<file path="src/hdl/vau_pkg.sv">
// Package for the three-component vector unit: opcodes, status codes and
// the control bundle shared by the pipeline stages.
// Depends on nothing; every other file of the unit refers to it by scope.
`timescale 1ns / 1ps
`default_nettype none
package vau_pkg;

  typedef enum logic [3:0] {
    OP_ADD       = 4'd0,
    OP_SUB       = 4'd1,
    OP_MUL       = 4'd2,
    OP_SCALE     = 4'd3,
    OP_DIVIDE    = 4'd4,
    OP_NEGATE    = 4'd5,
    OP_DOT       = 4'd6,
    OP_CROSS     = 4'd7,
    OP_LENSQ     = 4'd8,
    OP_LENGTH    = 4'd9,
    OP_NORMALIZE = 4'd10,
    OP_EQUAL     = 4'd11,
    OP_ZERO      = 4'd12
  } opcode_t;

  typedef enum logic [1:0] {
    ST_OK   = 2'd0,
    ST_DIV0 = 2'd1,
    ST_SAT  = 2'd2
  } status_t;

  localparam int TOL_WIDTH = 31;
  localparam logic [TOL_WIDTH-1:0] TOL_RESET = 31'd66;

  typedef struct packed {
    logic en;
    logic vld;
  } pipe_ctl_t;

endpackage
`default_nettype wire

</file>
<file path="src/hdl/vau_sqrt.sv">
// Pipelined integer square root, one root bit per stage, carrying a tag
// alongside each transaction.
// Depends on vau_pkg.
`timescale 1ns / 1ps
`default_nettype none
module vau_sqrt #(
  parameter int IW = 66,
  parameter int PW = 8
) (
  input  logic               clk,
  input  logic               rst_n,
  input  vau_pkg::pipe_ctl_t ctl,
  input  logic [IW-1:0]      num,
  input  logic [PW-1:0]      tag_i,
  output logic               vld_o,
  output logic [IW/2-1:0]    root_o,
  output logic [PW-1:0]      tag_o
);
  localparam int RW = IW / 2;

  logic [IW-1:0] n_r   [RW];
  logic [RW-1:0] q_r   [RW];
  logic [RW:0]   rm_r  [RW];
  logic          vld_r [RW];
  logic [PW-1:0] tag_r [RW];

  for (genvar k = 0; k < RW; k++) begin : g_stage
    logic [IW-1:0] n_prv;
    logic [RW-1:0] q_prv;
    logic [RW:0]   rm_prv;
    logic          vld_prv;
    logic [PW-1:0] tag_prv;
    logic [RW+1:0] rt;
    logic [RW+1:0] trial;
    logic          ge;
    logic [IW-1:0] n_nxt;
    logic [RW-1:0] q_nxt;
    logic [RW:0]   rm_nxt;

    if (k == 0) begin : g_first
      assign n_prv   = num;
      assign q_prv   = '0;
      assign rm_prv  = '0;
      assign vld_prv = ctl.vld;
      assign tag_prv = tag_i;
    end else begin : g_next
      assign n_prv   = n_r[k-1];
      assign q_prv   = q_r[k-1];
      assign rm_prv  = rm_r[k-1];
      assign vld_prv = vld_r[k-1];
      assign tag_prv = tag_r[k-1];
    end

    assign rt     = {rm_prv[RW-1:0], n_prv[IW-1 -: 2]};
    assign trial  = {q_prv, 2'b01};
    assign ge     = (rt >= trial);
    assign rm_nxt = ge ? (RW+1)'(rt - trial) : rt[RW:0];
    assign q_nxt  = {q_prv[RW-2:0], ge};
    assign n_nxt  = {n_prv[IW-3:0], 2'b00};

    always_ff @(posedge clk) begin
      if (!rst_n) begin
        vld_r[k] <= 1'b0;
      end else if (ctl.en) begin
        vld_r[k] <= vld_prv;
      end
    end

    always_ff @(posedge clk) begin
      if (ctl.en) begin
        n_r[k]   <= n_nxt;
        q_r[k]   <= q_nxt;
        rm_r[k]  <= rm_nxt;
        tag_r[k] <= tag_prv;
      end
    end
  end

  assign vld_o  = vld_r[RW-1];
  assign root_o = q_r[RW-1];
  assign tag_o  = tag_r[RW-1];

endmodule
`default_nettype wire

</file>
<file path="config.mk">
export PLATFORM = sky130hd
export DESIGN_NAME = vau_sqrt
export DESIGN_NICKNAME = d
export VERILOG_FILES = /design/src/hdl/vau_pkg.sv /design/src/hdl/vau_sqrt.sv
export SDC_FILE = /design/constraint.sdc
export NUM_CORES = 2
export LEC_CHECK = 0
export BUFFER_PORTS_ARGS = -buffer_cell sky130_fd_sc_hd__buf_2
export CORE_AREA = 4 4 563 565
export DETAILED_ROUTE_END_ITERATION = 10
export DIE_AREA = 0 0 567 569
export PLACE_DENSITY = 0.6
export RECOVER_POWER = 100
export SYNTH_ARGS = -nofsm -noshare
export SYNTH_HDL_FRONTEND = slang
export SYNTH_MEMORY_MAX_BITS = 65536
export SYNTH_SLANG_ARGS = --single-unit
</file>
<file path="constraint.sdc">
create_clock -name clk -period 4.45 [get_ports clk]
set_clock_uncertainty 0.15 [all_clocks]
set_input_delay 0.89 -clock clk [delete_from_list [all_inputs] [get_ports clk]]
set_output_delay 0.89 -clock clk [all_outputs]
set_load 0.01 [all_outputs]
</file>
# After elaboration in Yosys (flattened, before gate mapping)
# Memory sizes are Yosys's and may differ from the RTL's.
# Cells that the tools add are included.
# op_classes
add_sub_neg	33
order_cmp	33
n_mux	71
bitwise	33
# ops
operator	n
two-way mux 34 bit	33
>= comparator 35 bit	32
subtractor 34 bit	32
two-way mux 1 bit	38
OR 1 bit	33
subtractor 2 x 1 -> 3 bit, second input constant	1
>= comparator 2 x 1 -> 1 bit, second input constant	1
# totals
register_bits	0
ram_bits	4620
input_bits	78
output_inout_bits	42
wordCells	175
memories	5
# mem_list
memory	words	word_bits	rd	rd_clocked_by_memory_dff	wr	line	source
n_r	33	64	32	0	33	vau_sqrt.sv:21	logic [IW-1:0] n_r [RW];
rm_r	33	34	32	0	33	vau_sqrt.sv:23	logic [RW:0] rm_r [RW];
q_r	33	33	33	0	33	vau_sqrt.sv:22	logic [RW-1:0] q_r [RW];
tag_r	33	8	33	0	33	vau_sqrt.sv:25	logic [PW-1:0] tag_r [RW];
vld_r	33	1	33	0	33	vau_sqrt.sv:24	logic vld_r [RW];

# Longest topological paths before layout
# depth
depth_word	4
depth_mapped	15
ltp_nobuf	13

# Worst setup path before layout
# No wires, ideal clock.
# synth_timing
kind	flip-flop to flip-flop
startpoint	mem rm_r[0][782] (netlist name)
endpoint	mem rm_r[0][847] (netlist name) (data pin)
setup_ps	260
arrival_ps	3073
required_time_ps	4040
path_slack_ps	967
path_stages_with_launch	12
n_path_buf	0
period_less_slack_ps	3483
cell_sequence	edfxtp_1 ha_1 o21a_1 nor4_1 o31a_1 o31ai_1 a31o_2 a221o_1 a21o_1 a21o_1 a2111oi_0 mux2_2
# synth_lines
element	line
from (decl)	vau_sqrt.sv:23

==> impl_metrics.env <==
export IMPL_cp_cell_sequence="or4_1 -> or3_1 -> nor3_1 -> o2111ai_1 -> nor3_1 -> clkbuf_1 -> inv_2 -> clkbuf_2 -> mux2_1"
export IMPL_yosysUniqueCellTypes=91
export IMPL_ys_seq_area_share_pct=67.22
export IMPL_worstSkewPairLatency_ns=0.88
export IMPL_whs_path_depth=2
export IMPL_r2r_cells=9
export IMPL_cts_setup_buffers=0
export IMPL_die_h_um=569
export IMPL_critical_path_class="reg -> reg"
export IMPL_antenna_found_initial=10
export IMPL_pwr_share_seq_pct=47.6
export IMPL_hold_viol=0
export IMPL_die_w_um=567
export IMPL_ys_ff_latch=2921
export IMPL_slowest_stage="or4_1"
export IMPL_routed_wl_um=261300
export IMPL_drt_pre_antenna_iters=7
export IMPL_setup_viol=0
export IMPL_fill_cells=27160
export IMPL_hpwlAfterDp_um=184600
export IMPL_min_to="rm_r[0][0]$_DFFE_PP_"
export IMPL_synth_main_ff_cell="edfxtp_1"
export IMPL_fin_tns_setup_ns=0
export IMPL_dp_cells=13860
export IMPL_slew_headroom_pct=-119.6
export IMPL_timing_rr_start="rm_r[0][501]$_DFFE_PP_"
export IMPL_netSwitchingFraction_pct=28.09
export IMPL_min_path_type="in -> reg"
export IMPL_cap_violations=1
export IMPL_stdcell_count=14510
export IMPL_wl_per_cell_um=18.01
export IMPL_grt_max_degree=144
export IMPL_power_total_w=0.07780
export IMPL_postSynthAreaPerCell_um2=13.52
export IMPL_crit_top_cell="nor3_1"
export IMPL_grt_pass1_vias=75450
export IMPL_end_kind="flip-flop"
export IMPL_io_pins=120
export IMPL_core_area_um2=311400
export IMPL_area_growth_pct=13.00
export IMPL_period_needed_ns=4.232
export IMPL_netlist_area_um2=130500
export IMPL_ys_warn_count=0
export IMPL_finalWeightedCongestion=0.8766
export IMPL_leakage_nw=55.83
export IMPL_violations="max-capacitance violations, max-slew violations"
export IMPL_place_area_um2=137300
export IMPL_status="complete, but fails checks"
export IMPL_r2r_end="rm_r[0][523]$_DFFE_PP_"
export IMPL_dieArea_um2=322600
export IMPL_clk_pin_slew_ns=0.06
export IMPL_root_buffer="clkbuf_16"
export IMPL_ff2ff_setup_slack_ns=0.22
export IMPL_port_buffers=119
export IMPL_clkPwrFrac_pct=32.6
export IMPL_cts_tree="built"
export IMPL_p_sw_w=0.02185
export IMPL_worstMarginPinSlew_ns=3.294
export IMPL_crit_fanout=27
export IMPL_rsz0062_at_grt="no"
export IMPL_required_ns=4.90
export IMPL_maxSlewViolCount=64
export IMPL_fin_util_pct=47.35
export IMPL_finalNetCount=10790
export IMPL_first_iter_violations=5695
export IMPL_powerDensity_nw_per_um2=527.7
export IMPL_cpPeakStageDelay_ns=0.57
export IMPL_ant_nets=0
export IMPL_clockBufferDepth=4
export IMPL_final_area_um2=147400
export IMPL_h_tree_depth=5
export IMPL_arrival_ns=4.69
export IMPL_fin_crit_sh_pct=95.09
export IMPL_netlist_instances=9648
export IMPL_via_per_inst=5.219
export IMPL_dr_total_vias=75730
export IMPL_cts_buffers=323
export IMPL_max_freq_mhz=236.3
export IMPL_worstSetupStartpointType="flip-flop"
export IMPL_syn_nets=10320
export IMPL_p_comb_share_pct=19.8
export IMPL_cts_sinks=2921
export IMPL_ir_worst_vdd_mv=0.3175
export IMPL_async_flop_share_pct=0
export IMPL_track_usage_pct=15.78
export IMPL_worstHoldStart="num[64]"
export IMPL_drc=0
export IMPL_p_int_w=0.05594
export IMPL_rows=205
export IMPL_start_util_pct=41.90
export IMPL_layout_drive_gt1_share_pct=7.331
export IMPL_synth_edf_count=2920
export IMPL_grt_ovfl_total=0
export IMPL_grt_pass1_wl_um=414600
[final cells by class]
class	count	area (µm²)	share of cell area (%)
well taps	4140	5180	3.513
clock inverters	190	1727	1.171
flip-flops and latches	2921	87700	59.49
multi-input cells	5782	39210	26.60
inverters	756	2838	1.925
diodes	3	7.507	0.005092
clock buffers	381	8386	5.688
repair buffers	337	2376	1.612
[stage by stage]
step                      hold WS, ns  worst slack, ns
after CTS                     0.05874          0.06013
after detailed placement       0.2545           0.1022
final                          0.1772           0.2183
after global placement         0.2502           0.1712
after global routing           0.1444        0.0003699
after floorplan                0.2503           0.9668
[worst max-delay path by stage]
stage,from,to,slack (ns)
final,rm_r[0][501]$_DFFE_PP_,rm_r[0][523]$_DFFE_PP_,0.22
after global routing,q_r[1][0]$_DFFE_PP_,rm_r[0][604]$_DFFE_PP_,0.0004
after CTS,rm_r[0][330]$_DFFE_PP_,rm_r[0][357]$_DFFE_PP_,0.06
after detailed placement,rm_r[0][330]$_DFFE_PP_,rm_r[0][357]$_DFFE_PP_,0.10
after global placement,rm_r[0][330]$_DFFE_PP_,rm_r[0][361]$_DFFE_PP_,0.17
after floorplan,rm_r[0][782]$_DFFE_PP_,rm_r[0][847]$_DFFE_PP_,0.97
[state kept, by name, indices dropped and copies added, names as in the netlist]
register  count
n_r        1056
q_r         561
rm_r       1007
tag_r       264
vld_r        33
[power groups by stage]
stage / Sequential [W] / Clock (W) / Combinational [W]
after floorplan: 0.0364 / 0 / 0.0113
after global placement: 0.0375 / 0 / 0.0150
after detailed placement: 0.0375 / 0 / 0.0153
after CTS: 0.0370 / 0.0263 / 0.0155
after global routing: 0.0373 / 0.0275 / 0.0172
final: 0.0370 / 0.0254 / 0.0154
[worst max-delay path: cells and delay by family (launching register included)]
kind | cells | cell delay, ns
simple gates | 4 | 1.75
buf+inv | 3 | 0.86
mux | 1 | 0.49
flops | 1 | 0.42
compound gates | 1 | 0.29
[cell usage in the layout, fill, tap and decap left out, drive strengths merged, types with 70 or more instances in the layout]
cell type and n:
a21o 276, a21oi 570, and3 83, buf 128
clkbuf 518, clkinv 141, dlygate4sd3 72, edfxtp 2920
ha 595, inv 770, nand2 598, nand2b 114
nand3 151, nand4 98, nor2 580, nor2b 89
nor3 233, nor4 121, o21a 101, o21ai 477
o31ai 70, or3 100, xnor2 392, xor2 436
[layer usage]
layer  wire, µm  GRT usage [%]  up-vias
met5         12              0        -
met4       7217          4.548        2
met3      13380          2.502      462
met2     119800          25.39     1853
met1     120900          22.20    36600
li1           -              -    36810
[timing repair]
item | 4_1_cts | 5_1_grt
hold buffers | 72 | 0
resized for setup | 0 | 2
setup endpoints to repair | 0 | 7
hold endpoints to repair | 72 | 0
[cells in the mapped netlist, types with 70 or more instances]
cell         n  area [µm²]
or3_1      100       625.6
o21ai_0    472        2362
nand2_1    597        2241
nand3_1    149       745.7
and3_1      83       519.3
inv_1      753        2826
xnor2_1    392        3433
nor4_1     118       738.2
nor2_1     579        2173
xor2_1     436        3819
nand4_1     98       613.1
o31ai_1     70       525.5
o21a_1     101       758.2
a21oi_1    570        2853
a21o_1     276        2072
nand2b_1   114       713.2
clkbuf_1   163       611.8
edfxtp_1  2920       87680
nor2b_1     89       556.8
nor3_1     230        1151
ha_1       595        7445
[cells by family (layout without fill, tap and decap cells)]
logic type | count (synthesis) | in the layout | synth area share, %
AO/OA/AOI/OAI | 1862 | 1862 | 8.877
XOR/XNOR | 828 | 828 | 5.558
adder cells (fa/ha/maj) | 595 | 595 | 5.706
buffers and inverters | 946 | 1664 | 2.738
flip-flops | 2921 | 2921 | 67.22
multiplexers | 82 | 82 | 0.6933
other | 1 | 4 | 0.002874
AND/OR/NAND/NOR | 2413 | 2414 | 9.204
Power figures use the tool's default switching activity.
